--- src/rtl/pctdec_pkg.sv ---
`timescale 1ns / 1ps
`default_nettype none
// ----------------------------------------------------------------------------
// Percent decoder package
// Shared types, constants and hex helpers for the percent decoder.
// ----------------------------------------------------------------------------
package pctdec_pkg;

   localparam logic [7:0] PCT_CHAR            = 8'h25;
   localparam int         QUEUE_DEPTH_DEFAULT = 4;
   localparam int         MAX_BYTES           = 3;

   // Up to three output bytes caused by one request, packed from slot 0.
   typedef struct packed {
      logic [MAX_BYTES-1:0][7:0] bytes;
      logic [1:0]                last_idx;
      logic                      string_last;
   } bundle_type;

   typedef struct packed {
      logic empty;
      logic full;
   } queue_status_type;

   function automatic logic is_hex(input logic [7:0] c);
      is_hex = (c >= 8'h30 && c <= 8'h39) ||
               (c >= 8'h61 && c <= 8'h66) ||
               (c >= 8'h41 && c <= 8'h46);
   endfunction

   function automatic logic [3:0] hex_val(input logic [7:0] c);
      logic [7:0] v;
      v = 8'h00;
      if (c >= 8'h30 && c <= 8'h39) begin
         v = c - 8'h30;
      end else if (c >= 8'h61 && c <= 8'h66) begin
         v = c - 8'h57;
      end else if (c >= 8'h41 && c <= 8'h46) begin
         v = c - 8'h37;
      end
      hex_val = v[3:0];
   endfunction

endpackage
`default_nettype wire

--- src/rtl/pctdec_front.sv ---
`timescale 1ns / 1ps
`default_nettype none
// ----------------------------------------------------------------------------
// Percent decoder front end
// Runs the escape state machine on each request and hands the resulting
// output bytes to the queue as one bundle.
// ----------------------------------------------------------------------------
module pctdec_front (
   input  wire logic                         clock,
   input  wire logic                         reset,
   input  wire logic                         req_valid,
   output logic                              req_stall,
   input  wire logic [7:0]                   req_byte,
   input  wire logic                         req_last,
   input  wire pctdec_pkg::queue_status_type q_status,
   output logic                              push,
   output pctdec_pkg::bundle_type            push_data
);
   import pctdec_pkg::*;

   localparam logic [1:0] PH_IDLE  = 2'd0;
   localparam logic [1:0] PH_PCT   = 2'd1;
   localparam logic [1:0] PH_DIGIT = 2'd2;

   logic [1:0] phase_ff, phase_in;
   logic [7:0] held_ff, held_in;
   logic       accept;
   logic [1:0] count;
   logic       ordinary;

   assign req_stall = q_status.full;
   assign accept    = req_valid && !q_status.full;

   always_comb begin
      phase_in          = PH_IDLE;
      held_in           = held_ff;
      count             = 2'd0;
      ordinary          = 1'b0;
      push_data.bytes   = '0;
      push_data.string_last = req_last;
      unique case (phase_ff)
         PH_PCT: begin
            if (is_hex(req_byte) && !req_last) begin
               held_in  = req_byte;
               phase_in = PH_DIGIT;
            end else begin
               push_data.bytes[0] = PCT_CHAR;
               count    = 2'd1;
               ordinary = 1'b1;
            end
         end
         PH_DIGIT: begin
            if (is_hex(req_byte)) begin
               push_data.bytes[0] = {hex_val(held_ff), hex_val(req_byte)};
               count = 2'd1;
            end else begin
               push_data.bytes[0] = PCT_CHAR;
               push_data.bytes[1] = held_ff;
               count    = 2'd2;
               ordinary = 1'b1;
            end
            held_in = 8'h00;
         end
         default: begin
            ordinary = 1'b1;
         end
      endcase
      // The current byte is ordinary input: it may open a new escape.
      if (ordinary) begin
         if (req_byte == PCT_CHAR && !req_last) begin
            phase_in = PH_PCT;
         end else begin
            push_data.bytes[count] = req_byte;
            count = count + 2'd1;
         end
      end
      push_data.last_idx = count - 2'd1;
      push = accept && (count != 2'd0);
   end

   always_ff @(posedge clock) begin
      if (reset) begin
         phase_ff <= PH_IDLE;
         held_ff  <= 8'h00;
      end else if (accept) begin
         phase_ff <= phase_in;
         held_ff  <= held_in;
      end
   end

   property p_push_needs_accept;
      @(posedge clock) disable iff (reset) push |-> (req_valid && !req_stall);
   endproperty
   a_push_needs_accept: assert property (p_push_needs_accept)
      else $error("bundle pushed without an accepted request");

endmodule
`default_nettype wire

--- src/rtl/pctdec_queue.sv ---
`timescale 1ns / 1ps
`default_nettype none
// ----------------------------------------------------------------------------
// Percent decoder bundle queue
// Short flip-flop FIFO that decouples the front end from the output side.
// ----------------------------------------------------------------------------
module pctdec_queue #(
   parameter int DEPTH = pctdec_pkg::QUEUE_DEPTH_DEFAULT
) (
   input  wire logic                    clock,
   input  wire logic                    reset,
   input  wire logic                    push,
   input  wire pctdec_pkg::bundle_type  push_data,
   input  wire logic                    pop,
   output pctdec_pkg::bundle_type       head,
   output pctdec_pkg::queue_status_type status
);
   import pctdec_pkg::*;

   localparam int PW = (DEPTH > 1) ? $clog2(DEPTH) : 1;
   localparam int CW = $clog2(DEPTH + 1);
   localparam logic [PW-1:0] LAST_PTR = PW'(DEPTH - 1);
   localparam logic [CW-1:0] FULL_CNT = CW'(DEPTH);

   bundle_type    mem_ff [DEPTH];
   logic [PW-1:0] wr_ptr_ff, rd_ptr_ff;
   logic [CW-1:0] count_ff, count_in;

   assign head         = mem_ff[rd_ptr_ff];
   assign status.empty = (count_ff == '0);
   assign status.full  = (count_ff == FULL_CNT);

   always_comb begin
      count_in = count_ff;
      if (push && !pop) begin
         count_in = count_ff + CW'(1);
      end else if (pop && !push) begin
         count_in = count_ff - CW'(1);
      end
   end

   always_ff @(posedge clock) begin
      if (push) begin
         mem_ff[wr_ptr_ff] <= push_data;
      end
   end

   always_ff @(posedge clock) begin
      if (reset) begin
         wr_ptr_ff <= '0;
         rd_ptr_ff <= '0;
         count_ff  <= '0;
      end else begin
         if (push) begin
            wr_ptr_ff <= (wr_ptr_ff == LAST_PTR) ? '0 : wr_ptr_ff + PW'(1);
         end
         if (pop) begin
            rd_ptr_ff <= (rd_ptr_ff == LAST_PTR) ? '0 : rd_ptr_ff + PW'(1);
         end
         count_ff <= count_in;
      end
   end

   a_no_overflow: assert property (@(posedge clock) disable iff (reset)
      push |-> !status.full)
      else $error("push into a full queue");
   a_no_underflow: assert property (@(posedge clock) disable iff (reset)
      pop |-> !status.empty)
      else $error("pop from an empty queue");
   a_count_bound: assert property (@(posedge clock) disable iff (reset)
      count_ff <= FULL_CNT)
      else $error("queue count beyond depth");

endmodule
`default_nettype wire

--- src/rtl/pctdec_back.sv ---
`timescale 1ns / 1ps
`default_nettype none
// ----------------------------------------------------------------------------
// Percent decoder back end
// Walks the head bundle one byte per cycle unless rsp_stall holds it, and
// presents each byte on the response channel.
// ----------------------------------------------------------------------------
module pctdec_back (
   input  wire logic                         clock,
   input  wire logic                         reset,
   input  wire pctdec_pkg::bundle_type       head,
   input  wire pctdec_pkg::queue_status_type q_status,
   output logic                              pop,
   output logic                              rsp_valid,
   input  wire logic                         rsp_stall,
   output logic [7:0]                        rsp_byte,
   output logic                              rsp_run_end,
   output logic                              rsp_string_end
);
   import pctdec_pkg::*;

   logic [1:0] idx_ff;
   logic       take;

   assign rsp_valid      = !q_status.empty;
   assign rsp_byte       = head.bytes[idx_ff];
   assign rsp_run_end    = (idx_ff == head.last_idx);
   assign rsp_string_end = rsp_run_end && head.string_last;
   assign take           = rsp_valid && !rsp_stall;
   assign pop            = take && rsp_run_end;

   always_ff @(posedge clock) begin
      if (reset) begin
         idx_ff <= 2'd0;
      end else if (take) begin
         idx_ff <= rsp_run_end ? 2'd0 : idx_ff + 2'd1;
      end
   end

   a_idx_in_bundle: assert property (@(posedge clock) disable iff (reset)
      rsp_valid |-> (idx_ff <= head.last_idx))
      else $error("byte index past the end of the bundle");
   a_string_end_closes_run: assert property (@(posedge clock) disable iff (reset)
      rsp_valid && rsp_string_end |-> rsp_run_end)
      else $error("string end without run end");

endmodule
`default_nettype wire

--- src/rtl/url_percent_decoder_core.sv ---
`timescale 1ns / 1ps
`default_nettype none
// ----------------------------------------------------------------------------
// URL percent decoder core
// Decodes a percent-encoded byte stream; broken escapes pass as literals.
// ----------------------------------------------------------------------------
//   Channel  Direction  Handshake          Payload
//   req_     in         req_valid/stall    req_byte, req_last
//   rsp_     out        rsp_valid/stall    rsp_byte, rsp_run_end, rsp_string_end
//
// The front end takes one request per cycle while the queue has room.
// The back end sends one byte per cycle unless rsp_stall is high; a request
// yields zero to three bytes, and its bundle is popped after its last byte.
// Each bundle is registered in the queue before its first byte goes out.
// Synchronous reset clears the escape state and empties the queue.
// A stalled response holds its byte; requests stall only when the queue fills.
// ----------------------------------------------------------------------------
module url_percent_decoder_core #(
   parameter int QUEUE_DEPTH = pctdec_pkg::QUEUE_DEPTH_DEFAULT
) (
   input  wire logic       clock,
   input  wire logic       reset,
   input  wire logic       req_valid,
   output logic            req_stall,
   input  wire logic [7:0] req_byte,
   input  wire logic       req_last,
   output logic            rsp_valid,
   input  wire logic       rsp_stall,
   output logic [7:0]      rsp_byte,
   output logic            rsp_run_end,
   output logic            rsp_string_end
);
   import pctdec_pkg::*;

   bundle_type       push_data, head;
   queue_status_type q_status;
   logic             push, pop;

   pctdec_front u_front (
      .clock     (clock),
      .reset     (reset),
      .req_valid (req_valid),
      .req_stall (req_stall),
      .req_byte  (req_byte),
      .req_last  (req_last),
      .q_status  (q_status),
      .push      (push),
      .push_data (push_data)
   );

   pctdec_queue #(
      .DEPTH (QUEUE_DEPTH)
   ) u_queue (
      .clock     (clock),
      .reset     (reset),
      .push      (push),
      .push_data (push_data),
      .pop       (pop),
      .head      (head),
      .status    (q_status)
   );

   pctdec_back u_back (
      .clock          (clock),
      .reset          (reset),
      .head           (head),
      .q_status       (q_status),
      .pop            (pop),
      .rsp_valid      (rsp_valid),
      .rsp_stall      (rsp_stall),
      .rsp_byte       (rsp_byte),
      .rsp_run_end    (rsp_run_end),
      .rsp_string_end (rsp_string_end)
   );

endmodule
`default_nettype wire
--- config.mk ---
export PLATFORM = sky130hd
export DESIGN_NAME = url_percent_decoder_core
export DESIGN_NICKNAME = d
export VERILOG_FILES = /design/src/rtl/pctdec_pkg.sv /design/src/rtl/pctdec_front.sv /design/src/rtl/pctdec_queue.sv /design/src/rtl/pctdec_back.sv /design/src/rtl/url_percent_decoder_core.sv
export SDC_FILE = /design/constraint.sdc
export NUM_CORES = 1
export LEC_CHECK = 0
export BUFFER_PORTS_ARGS = -buffer_cell sky130_fd_sc_hd__buf_2
export CAP_MARGIN = 0
export CORE_UTILIZATION = 61
export CTS_CLUSTER_DIAMETER = 120
export DETAILED_ROUTE_END_ITERATION = 10
export PLACE_DENSITY = 0.79
export SYNTH_ARGS = -nofsm -noshare
export SYNTH_HDL_FRONTEND = slang
export SYNTH_SLANG_ARGS = --single-unit
--- constraint.sdc ---
create_clock -name clock -period 5.7 [get_ports clock]
set_input_delay 0.285 -clock clock [delete_from_list [all_inputs] [get_ports clock]]
set_output_delay 0.285 -clock clock [all_outputs]
set_load 0.01 [all_outputs]
* Word-level counts from Yosys, hierarchy flattened *
Memories as Yosys holds them, arrays and structs flattened. A register that Yosys moved wholly into a read port is not among the register bits.
Cells that the tools add are included.
Widths: inputs -> output; s select.

word-level totals
  RAM bits = 108
  latch bits = 0
  bits in read-only memories = 0
  memories = 1
  bits in registers = 19

cells by class
  $add $sub $neg = 13
  divide/modulo/power cells = 0
  multiplexer cells = 41
  reductions and logical operators = 29
  shift-type cells = 0
  bitwise logic cells = 0
  equality and inequality tests = 8
  magnitude comparators = 15
  multipliers = 0

memory list
  name            depth  width  read ports  clocked after memory_dff  write ports  line                text
  u_queue.mem_ff  4      27     1           1                         1            pctdec_queue.sv:25  bundle_type mem_ff [DEPTH];

operators by type and width
  operator             number
  $mux 24              2
  $mux 8               6
  $ge 8x7->1 const B   4
  $le 8x7->1 const B   4
  $pmux 8 s2           2
  $bwmux 24            1
  $mux 2               12
  $mux 4               6
  $bmux 8 s2           1
  $demux 8 s2          1
  $ge 8x6->1 const B   2
  $le 8x6->1 const B   2
  $logic_and 1x1->1    16
  $sub 4x3->4 const B  4
  $add 2x1->2 const B  4
  $eq 8x6->1 const B   1
  $sub 4x1->4 const B  2
  $eq 2x2->1 const B   3
  $logic_not 1->1      6
  $lt 2x3->1 const B   2
  $mux 3               2
  $mux 6               1
  $reduce_bool 2->1    3
  $mux 1               5
  13 further kinds     14

* Logic depth before layout (Yosys ltp) *
Gate-level depths: netlist of the first run.

  depth in word-level cells = 16
  mapped depth = 20
  mapped depth without buffers = 19

* Cells and area by module *
Synthesis of the first run repeated with hierarchy kept, for this count alone.

unflattened totals
  cell total of the unflattened synthesis = 418
  area total of the unflattened synthesis = 6123.4 um^2

by module, submodules not included
  module        times used  sequential area each (um^2)  cells each  area each (um^2)
  pctdec_queue  1           3423.3                       185         4384.2
  pctdec_front  1           200.2                        188         1430.1
  pctdec_back   1           40.0                         45          309.0

* Least setup slack after synthesis of the first run *
No wires, ideal clock.

  kind = input port to flip-flop
  start point = input port req_byte[0]
  end point = register u_queue.count_ff[2]
  data required time = 5.629 ns
  slack = 1.627 ns
  stages = 19
  arrival time = 4.003 ns
  cells stage by stage = buf_6 > inv_1 > ha_1 > inv_1 > o311a_2 > a311oi_2 > nor2_1 > or2_2 > ha_1 > nand2_1 > o22a_1 > ha_1 > nor2_1 > ha_1 > inv_1 > fa_1 > xor2_1 > or3_1 > a21oi_1

on the way
  word-level cells in the longest chain between the ends = 15
  elaborated cells on any way between the ends = 30
  classes of those cells = add/sub: 1; order compare: 6; eq/ne: 1; mux: 9; reduce/logical: 13

ends and longest elaborated chain
  element                                   line                                text
  start: declaration                        url_percent_decoder_core.sv:25      input wire logic [7:0] req_byte,
  $ge 8x6->1, or another cell as far along  pctdec_pkg.sv:26                    is_hex = (c >= 8'h30 && c <= 8'h39) ||
  $logic_and 1x1->1 (on tied branches)      pctdec_pkg.sv:26, pctdec_pkg.sv:27
  $logic_or 1x1->1                          pctdec_pkg.sv:26
  $logic_or 1x1->1                          pctdec_pkg.sv:27                    (c >= 8'h61 && c <= 8'h66) ||
  $logic_and 1x1->1                         pctdec_front.sv:43                  if (is_hex(req_byte) && !req_last) begin
  $mux 1                                    pctdec_front.sv:43
  $pmux 2 s2                                pctdec_front.sv:41                  unique case (phase_ff)
  $add 2x1->2                               pctdec_front.sv:74                  count = count + 2'd1;
  $mux 2                                    pctdec_front.sv:70                  if (req_byte == PCT_CHAR && !req_last) begin
  $mux 2 (*)                                pctdec_front.sv:69                  if (ordinary) begin
  $reduce_bool 2->1 (*)                     pctdec_front.sv:78                  push = accept && (count != 2'd0);
  $logic_and 1x1->1 (*)                     pctdec_front.sv:78
  named net push                            url_percent_decoder_core.sv:37      logic push, pop;
  $logic_not 1->1                           pctdec_queue.sv:37                  end else if (pop && !push) begin
  $logic_and 1x1->1                         pctdec_queue.sv:37
  $reduce_bool 2->1 (no source line)        --
  end signal: assignment                    pctdec_queue.sv:60                  count_ff <= count_in;
  end: declaration                          pctdec_queue.sv:27                  logic [CW-1:0] count_ff, count_in;

The timed path passes the listed nets; every way through them passes the cells marked *.
A chain may end at the register's enable or synchronous reset.

* Worst setup path after layout of the first run *
  start point = register u_front.phase_ff[1]
  end point = register u_queue.count_ff[2]

on the way
  word-level cells in the longest chain between the ends = 10
  elaborated cells on any way between the ends = 14
  classes of those cells = add/sub: 1; eq/ne: 2; mux: 5; reduce/logical: 6

ends and longest elaborated chain
  element                                          line                            text
  start: declaration                               pctdec_front.sv:25              logic [1:0] phase_ff, phase_in;
  start signal: assignment                         pctdec_front.sv:86              phase_ff <= phase_in;
  $eq 2x2->1 / $eq 2x1->1 (equally long branches)  pctdec_front.sv:41
  $pmux 2 s2                                       pctdec_front.sv:41
  $add 2x1->2                                      pctdec_front.sv:74
  $mux 2                                           pctdec_front.sv:70
  $mux 2 (*)                                       pctdec_front.sv:69
  $reduce_bool 2->1 (*)                            pctdec_front.sv:78
  $logic_and 1x1->1 (*)                            pctdec_front.sv:78
  named net push                                   url_percent_decoder_core.sv:37
  $logic_not 1->1                                  pctdec_queue.sv:37
  $logic_and 1x1->1                                pctdec_queue.sv:37
  $reduce_bool 2->1 (no source line)               --

Marks and branches as above.

==> impl_metrics.tcl, run 1 <==
set metrics [dict create \
    synth_common_cells "edfxtp_1 (108), nor2_1 (37), mux4_2 (27)" \
    wl_um 11800 \
    max-slew-margin-rel_pct 36.5 \
    worstHoldStart "req_last" \
    fin_total_pwr_mw 2.72 \
    start_util_pct 64.1 \
    root_buffer "clkbuf_8" \
    crit_fanout 15 \
    grt_overflow 0 \
    synth_fp_nets 447 \
    cp-end-kind "flop" \
    place.gp.congestion 0.972 \
    drtPass1Iterations 5 \
    p_leak_nw 2.38 \
    met3_usage_pct 4.49 \
    critPathKind "flop to flop" \
    hold_depth 1 \
    status "finished, final reports clean" \
    ant_nets 0 \
    r2r_setup_slack_ps 1630 \
    hold_viol 0 \
    max_stage_delay_ps 670 \
    drt_iter0_markers 284 \
    rr_worst_depth 13 \
    yosys-top-cells-area "edfxtp_1 (54%), mux4_2 (10%), dfxtp_1 (7.0%)" \
    clock-skew-final_ps 6.55 \
    numPortBuffers 24 \
    fmax_ghz 0.245 \
    grt_pass1_vias 3512 \
    async_flop_share_pct 0 \
    cts.sinks 129 \
    cp_data_required_time_ps 6130 \
    cp_common_cell "ha_1" \
    core_area_um2 9420 \
    hold_class "input port to flop" \
    setup_ws_ps 1630 \
    drv_cap 0 \
    cp_slowest_cell "a211oi_2" \
    worst_slew_pin_slew_ps 953 \
    cts_resized 0 \
    antenna_cells 0 \
    synth_area_leader_cell "edfxtp_1" \
    reg2reg_to "u_queue.count_ff[2]" \
    synth_cells 413 \
    r2r-start "u_front.phase_ff[1]" \
    fin_tns_setup_ps 0 \
    die_width_um 101 \
    synth_cell_types 63 \
    yosys_warnings 0 \
    die_h_um 101 \
    fin_crit_sh_pct 71.5 \
    setup_viol 0 \
    grt_antenna_before_repair 0 \
    path_delay_family "adder cells" \
    insertion_delay_ps 500 \
    post-cts-setup-buffer-count 0 \
    met1_usage_pct 34.3 \
    irDropWorstVdd_uv 217 \
    ys_seq_area_share_pct 60.7 \
    cts_hold_repair.buffers 0 \
    vias 3637 \
    crit_chain "ha_1, inv_1, a211oi_2, nor3_2, o22a_1, ha_1, nor2_1, ha_1, inv_1, fa_1, xor2_1, or3_1, a21oi_1" \
    cp.arrival_ps 4510 \
    hpwlAfterDp_um 7430 \
    multi_input_area_um2 2200 \
    synth_edf_count 108 \
    std_cell_rows 35 \
    area_growth_syn_to_layout_pct 13.4 \
    cts_max_level 4 \
    grt_setup_unrepaired "no" \
    grt_pass1_wl_um 18600 \
    period_needed_ps 4070 \
    dpl_cell_area_um2 6250 \
    cts.path.max_buffers 2 \
    power_density_nw_per_um2 398 \
    routedWlPerCell_um 20.1 \
    avgSynthCellArea_um2 14.6 \
    io_pins 25 \
    tritoncts "yes" \
    synth_flop_cell "edfxtp_1" \
    yosysMostFrequentCell "edfxtp_1" \
    worst-path-buf-inv 2 \
    hold_end "u_queue.mem_ff[3][0]" \
    crit_path_start_kind "flop" \
    regArea_um2 3660 \
    preCtsSetupSlack_ps 1200 \
    use_met2_pct 40.7 \
    routed_via_density 6.22 \
    yosysTopAreaCellShare_pct 53.7 \
    fillers 578 \
    grtUsageTotal_pct 25.2 \
    nets 477 \
    numCtsBuffers 17 \
    grt_busiest_layer "met2" \
    route.detailed.drc 0 \
    drive_gt1_share_pct 22.8 \
    cp.depth 13 \
    clk_pin_slew_ps 60 \
    die-area_um2 10300 \
    final_area_um2 6840 \
    ys_seq_elements 129 \
    syn_area_um2 6040 \
    final_max_slew_viol_count 0 \
    grt_max_degree 28 \
]
[worst max path at each step]
stage | startpoint | to
floorplan | req_byte[0] | u_queue.count_ff[2]
global placement | req_byte[1] | u_queue.count_ff[2]
detailed placement | req_byte[1] | u_queue.count_ff[2]
CTS | u_front.phase_ff[1] | u_queue.count_ff[2]
global route | u_front.phase_ff[1] | u_queue.count_ff[2]
finish | u_front.phase_ff[1] | u_queue.count_ff[2]
[report_power, final]
group / internal (mW) / switching, mW / total, mW
sequential: 1.12 / 0.0810 / 1.21
combinational: 0.218 / 0.226 / 0.445
clock: 0.678 / 0.394 / 1.07
total: 2.02 / 0.701 / 2.72
[layout by cell type (no fill, tap or decap), types with 3 or more instances in the layout]
cell	netlist	routed
a32oi_1	4	4
nand3_1	9	9
and3_1	5	5
bufinv_16	0	3
o21ai_1	4	4
o2bb2ai_1	8	8
or3_1	3	3
nor2_1	37	37
inv_1	17	17
dfxtp_1	21	20
a21oi_1	13	13
clkbuf_16	0	16
nand2_1	22	22
o31ai_1	3	3
nor2b_1	6	6
edfxtp_1	108	108
o21ai_0	5	5
xnor2_1	6	6
nand2b_1	3	3
buf_4	1	5
clkinv_2	0	3
mux4_2	27	27
mux2i_1	19	19
clkinvlp_4	0	4
and2_1	9	9
ha_1	20	20
buf_2	4	24
[area by class of cell]
type / instances / area share (%)
repair buffers: 29 / 2.30
flip-flops and latches: 129 / 53.6
inverters: 18 / 0.987
clock inverters: 13 / 2.36
multi-input cells: 248 / 32.1
clock buffers: 19 / 6.31
well taps: 129 / 2.36
[worst register-to-register path: cells and delay by family (launching register included)]
family	cells	cell delay [ps]
buffers and inverters	2	270
flip-flops	1	360
XOR/XNOR	1	170
adder cells (fa/ha/maj)	4	1190
AO/OA/AOI/OAI	3	1070
AND/OR/NAND/NOR	3	950
[metrics by stage]
stage	hold WS [ps]	utilization [%]	cells
floorplan	384	-	413
global placement	464	66.4	553
detailed placement	473	66.4	553
CTS	55.0	72.7	585
global route	62.1	72.7	585
finish	81.9	72.7	585
[sequential cells by signal, indices dropped and copies added, names as in the netlist, named ones only]
register,cells
u_queue.rd_ptr_ff,2
u_queue.wr_ptr_ff,2
u_back.idx_ff,2
u_front.held_ff,8
u_queue.mem_ff,108
u_queue.count_ff,3
u_front.phase_ff,2
[cells by family (layout without fill, tap and decap cells)]
group                    count (synthesis)  after routing  synth area share, %
multiplexers                            47             47                 13.4
flip-flops                             129            129                 60.7
AND/OR/NAND/NOR                        112            112                 9.49
buffers and inverters                   36             79                 2.88
adder cells (fa/ha/maj)                 21             21                 4.48
XOR/XNOR                                 8              8                 1.16
AO/OA/AOI/OAI                           60             60                 7.88
[metal layers]
| layer | wire (um) | vias to the layer above |
|---|---|---|
| li1 | - | 1650 |
| met1 | 5210 | 1814 |
| met2 | 5820 | 157 |
| met3 | 631 | 16 |
| met4 | 125 | 0 |
| met5 | 0 | - |
(Power assumes the default switching activity.)
==> run 2, diff against run 1 <==
==> constraint.sdc (replaced) <==
create_clock -name clock -period 3.9 [get_ports clock]
set_input_delay 0.195 -clock clock [delete_from_list [all_inputs] [get_ports clock]]
set_output_delay 0.195 -clock clock [all_outputs]
set_load 0.01 [all_outputs]
==> run 2 against run 1 <==
Effect of this change: sequential cell count unchanged; power up 47%; combinational power increased by 68%; first-iteration DRC count is 36% lower; clock-buffer cell count fell by 2; setup slack got worse by 1100 ps.
==> impl_metrics.tcl, run 2 (synthesized netlist as in run 1, its figures left out) <==
set metrics [dict create \
    fillers 583 \
    fmax_ghz 0.296 \
    final_max_slew_viol_count 0 \
    pwr-share-clk_pct 38.2 \
    drive_gt1_share_pct 24.4 \
    pwr-share-seq_pct 43.1 \
    clk_pin_slew_ps 60 \
    grtUsageTotal_pct 26.7 \
    hold_class "input port to flop" \
    power_density_nw_per_um2 573 \
    worst_slew_pin_slew_ps 890 \
    ant_nets 0 \
    largest_reg_flops 108 \
    routedWlPerCell_um 20.5 \
    vias 3650 \
    crit_fanout 4 \
    routed_via_density 6.11 \
    p_switching_mw 1.04 \
    cts.path.max_buffers 2 \
    drv_cap 0 \
    place.gp.congestion 0.938 \
    irDropWorstVdd_uv 364 \
    critPathKind "flop to flop" \
    largestRegisters "u_queue.mem_ff (108), u_front.held_ff (8), u_queue.count_ff (3)" \
    cts.sinks 129 \
    post-cts-setup-buffer-count 0 \
    area_growth_syn_to_layout_pct 15.4 \
    tritoncts "yes" \
    grt_max_degree 28 \
    die_width_um 101 \
    insertion_delay_ps 500 \
    die-area_um2 10300 \
    grt_antenna_before_repair 0 \
    cp.arrival_ps 3810 \
    root_buffer "clkbuf_8" \
    route.detailed.drc 0 \
    grt_overflow 0 \
    cp_data_required_time_ps 4330 \
    top_register "u_queue.mem_ff" \
    cts_max_level 4 \
    drtPass1Iterations 5 \
    max-slew-margin-rel_pct 40.3 \
    status "finished, final reports clean" \
    core_area_um2 9420 \
    hpwlAfterDp_um 7860 \
    drt_iter0_markers 183 \
    crit_path_start_kind "flop" \
    cp-end-kind "flop" \
    io_pins 25 \
    die_h_um 101 \
    hold_viol 0 \
    final_common_cell "edfxtp_1" \
    cts_hold_repair.buffers 1 \
    period_needed_ps 3380 \
    numPortBuffers 24 \
    p_leak_nw 2.45 \
    antenna_cells 0 \
    nets 489 \
    std_cell_rows 35 \
    fin_total_pwr_mw 3.99 \
    grt_pass1_wl_um 19600 \
    fin_crit_sh_pct 86.6 \
    numCtsBuffers 17 \
    start_util_pct 64.1 \
    wl_um 12200 \
    p_int_mw 2.95 \
    grt_setup_unrepaired "no" \
    netSwitchingFraction_pct 26.0 \
    grt_pass1_vias 3757 \
    setup_viol 0 \
    fin_tns_setup_ps 0 \
    clock-skew-final_ps 10.1 \
    cts_resized 0 \
    power.share.combinational_pct 18.7 \
    layout_common_cells "edfxtp_1 (108), nor2_1 (36), mux4_2 (27)" \
]
run 2: cell types whose count changed in the layout (fill, tap and decap cells not counted), sizes merged:
cell / before / now
inv: 19 / 17
clkinvlp: 4 / 3
clkinv: 5 / 10
buf: 29 / 40
clkbuf: 19 / 17
dlygate4sd3: 0 / 1
run 2: critical path, stage by stage, from the launching register on:
cell and delay, ps:
dfxtp_1 330, inv_1 60, ha_1 150, inv_1 90, a311oi_2 220, nor2_1 100
or2_2 300, ha_1 280, nand2_1 40, o22a_1 170, ha_1 180, nor2_2 130
ha_1 190, inv_1 60, fa_1 370, xor2_1 170, or3_1 310, a21oi_1 160
run 2: metal layers:
metal  GRT usage, %  wire length (um)  part of all wire (%)  vias to the layer above
met1           35.2              5240                    43                     1798
met2           43.8              6130                    50                      158
met4           11.0               205                   1.7                        0
li1               -                 -                     -                     1676
met5              0                 0                     0                        -
met3           5.66               642                   5.3                       18
run 2: through the flow:
stage          util, %  instance area, um2  hold slack [ps]  cells  setup WS, ps
6_report          74.0                6970             51.8    597           522
3_3_place_gp      67.7                6370              462    564           164
2_1_floorplan        -                6040              294    413          6.17
4_1_cts           74.0                6970             28.8    597           506
3_5_place_dp      67.7                6370              470    564          54.9
5_1_grt           74.0                6970             69.5    597           224
run 2: final timing paths:
kind                                          start                  end  slack [ps]  cells after the start
worst max register to register  u_front.phase_ff[1]  u_queue.count_ff[2]         520                     17
worst min-delay path                      rsp_stall     u_back.idx_ff[0]          50                      3
worst min register to register  u_front.phase_ff[0]  u_front.phase_ff[0]         480                      2
worst max-delay path            u_front.phase_ff[1]  u_queue.count_ff[2]         520                     17
run 2: layout make-up:
| type | instances | area, um2 | area share [%] |
|---|---|---|---|
| clock inverters | 15 | 169 | 2.43 |
| multi-input cells | 248 | 2200 | 31.6 |
| well taps | 129 | 161 | 2.32 |
| inverters | 18 | 67.6 | 0.970 |
| flip-flops and latches | 129 | 3660 | 52.6 |
| repair buffers | 41 | 288 | 4.13 |
| clock buffers | 17 | 414 | 5.95 |
run 2: power by group through the flow:
stage          clock network [mW]  registers (mW)  logic, mW
5_1_grt                      1.60            1.74      0.809
6_report                     1.52            1.72      0.747
3_5_place_dp                    0            1.75      0.738
2_1_floorplan                   0            1.71      0.526
3_3_place_gp                    0            1.73      0.712
4_1_cts                      1.54            1.72      0.756
==> run 3, diff against run 2 <==
--- a/config.mk
+++ b/config.mk
@@ -10,7 +10,9 @@
 export CORE_UTILIZATION = 61
 export CTS_CLUSTER_DIAMETER = 120
 export DETAILED_ROUTE_END_ITERATION = 10
+export MAX_ROUTING_LAYER = met4
 export PLACE_DENSITY = 0.79
+export SLEW_MARGIN = 40
 export SYNTH_ARGS = -nofsm -noshare
 export SYNTH_HDL_FRONTEND = slang
 export SYNTH_SLANG_ARGS = --single-unit
==> run 3 against run 2 <==
Effect of this change: largest cell class unchanged; sequential power barely moved; core utilization rose by 0.28 points; critical path depth fell by 2; register-to-register slack barely moved; critical endpoint unchanged; clock skew rose by 1.2 ps.
==> impl_metrics.tcl, run 3 (synthesized netlist as in run 1, its figures left out) <==
set metrics [dict create \
    status "finished, final reports clean" \
    cts_hold_repair.buffers 1 \
    pwr-share-seq_pct 42.3 \
    grt_pass1_vias 3664 \
    hold_class "input port to flop" \
    start_util_pct 64.1 \
    grtUsageTotal_pct 28.4 \
    r2r_setup_slack_ps 510 \
    insertion_delay_ps 520 \
    fmax_ghz 0.295 \
    power.share.combinational_pct 18.3 \
    top_register "u_queue.mem_ff" \
    std_cell_rows 35 \
    grt_setup_unrepaired "no" \
    reg2reg_to "u_queue.count_ff[2]" \
    fillers 567 \
    routed_via_density 6.28 \
    pwr-share-clk_pct 39.4 \
    period_needed_ps 3390 \
    p_switching_mw 1.05 \
    io_pins 25 \
    hold_viol 0 \
    cp-end-kind "flop" \
    antenna_cells 0 \
    grt_antenna_before_repair 0 \
    numPortBuffers 24 \
    cts.path.max_buffers 2 \
    nets 489 \
    grt_pass1_wl_um 20100 \
    vias 3744 \
    area_growth_syn_to_layout_pct 15.8 \
    final_common_cell "edfxtp_1" \
    crit_fanout 11 \
    cts.sinks 129 \
    numCtsBuffers 17 \
    fin_tns_setup_ps 0 \
    whs_ps 79.6 \
    p_int_mw 3.02 \
    r2r-start "u_front.phase_ff[0]" \
    setup_viol 0 \
    irDropWorstVdd_uv 311 \
    largest_reg_flops 108 \
    drtPass1Iterations 4 \
    clock-skew-final_ps 11.3 \
    cp_data_required_time_ps 4340 \
    grt_max_degree 28 \
    worst_slew_pin_slew_ps 748 \
    layout_common_cells "edfxtp_1 (108), nor2_1 (36), mux4_2 (27)" \
    critPathKind "flop to flop" \
    hpwlAfterDp_um 7980 \
    routedWlPerCell_um 21.2 \
    final_max_slew_viol_count 0 \
    cp.arrival_ps 3830 \
    cts_max_level 4 \
    fin_crit_sh_pct 86.9 \
    drv_cap 0 \
    critPathLaunch "u_front.phase_ff[0]" \
    drt_iter0_markers 272 \
    tritoncts "yes" \
    drive_gt1_share_pct 24.4 \
    power_density_nw_per_um2 582 \
    p_leak_nw 2.45 \
    clk_pin_slew_ps 60 \
    place.gp.congestion 0.965 \
    cts_resized 0 \
    die_width_um 101 \
    route.detailed.drc 0 \
    netSwitchingFraction_pct 25.8 \
    crit_path_start_kind "flop" \
    core_area_um2 9420 \
    crit_path_end "u_queue.count_ff[2]" \
    wl_um 12600 \
    die_h_um 101 \
    grt_overflow 0 \
    root_buffer "clkbuf_8" \
    post-cts-setup-buffer-count 0 \
    max-slew-margin-rel_pct 49.7 \
    rr_worst_depth 15 \
    ant_nets 0 \
    largestRegisters "u_queue.mem_ff (108), u_front.held_ff (8), u_queue.count_ff (3)" \
    die-area_um2 10300 \
]
==> run 3: worst max-delay path, stage by stage (launching register included) <==
cell	delay, ps
dfxtp_1	360
inv_1	50
ha_1	460
nor2_1	220
nand2_1	140
ha_1	310
nand2_1	40
o22a_1	180
ha_1	180
nor2_2	120
ha_1	190
inv_1	60
fa_1	370
xor2_1	190
or3_1	310
a21oi_1	140
==> run 3: worst min-delay path by stage <==
stage,endpoint,slack (ps),from,cells after the start
floorplan,u_queue.mem_ff[0][0],290,req_last,0
global placement,u_front.phase_ff[0],460,u_front.phase_ff[0],2
detailed placement,u_queue.mem_ff[1][0],500,req_last,1
CTS,u_back.idx_ff[0],60,rsp_stall,4
global route,u_back.idx_ff[1],80,reset,2
finish,u_front.held_ff[3],80,reset,2
==> run 3: metal layers <==
| metal | global-route usage, % | vias up | share of wire, % |
|---|---|---|---|
| li1 | - | 1676 | - |
| met1 | 37.6 | 1893 | 42 |
| met2 | 43.7 | 156 | 50 |
| met3 | 7.04 | 19 | 5.8 |
| met4 | 9.25 | 0 | 1.3 |
| met5 | - | - | 0 |
==> run 3: power by group through the flow <==
stage | registers [mW] | logic [mW] | clock network [mW]
after detailed placement | 1.74 | 0.742 | 0
after CTS | 1.72 | 0.756 | 1.63
after global routing | 1.74 | 0.809 | 1.68
final | 1.72 | 0.745 | 1.60
after floorplan | 1.71 | 0.526 | 0
after global placement | 1.73 | 0.713 | 0
==> run 3: area by class of cell <==
class	count	area, um2	share of cell area, %
Sequential cell	129	3660	52.4
Timing Repair Buffer	41	288	4.12
Tap cell	129	161	2.31
Inverter	18	67.6	0.966
Multi-Input combinational cell	248	2210	31.6
Clock inverter	14	189	2.70
Clock buffer	17	414	5.92
==> run 3: stage by stage <==
step / cells / worst slack [ps] / power [mW] / utilization [%] / instance area [um2]
finish: 596 / 512 / 4.07 / 74.3 / 6990
global route: 596 / 231 / 4.22 / 74.3 / 6990
CTS: 596 / 520 / 4.10 / 74.2 / 6990
detailed placement: 564 / 92.2 / 2.49 / 67.7 / 6370
global placement: 564 / 162 / 2.44 / 67.7 / 6370
floorplan: 413 / 6.17 / 2.23 / - / 6040
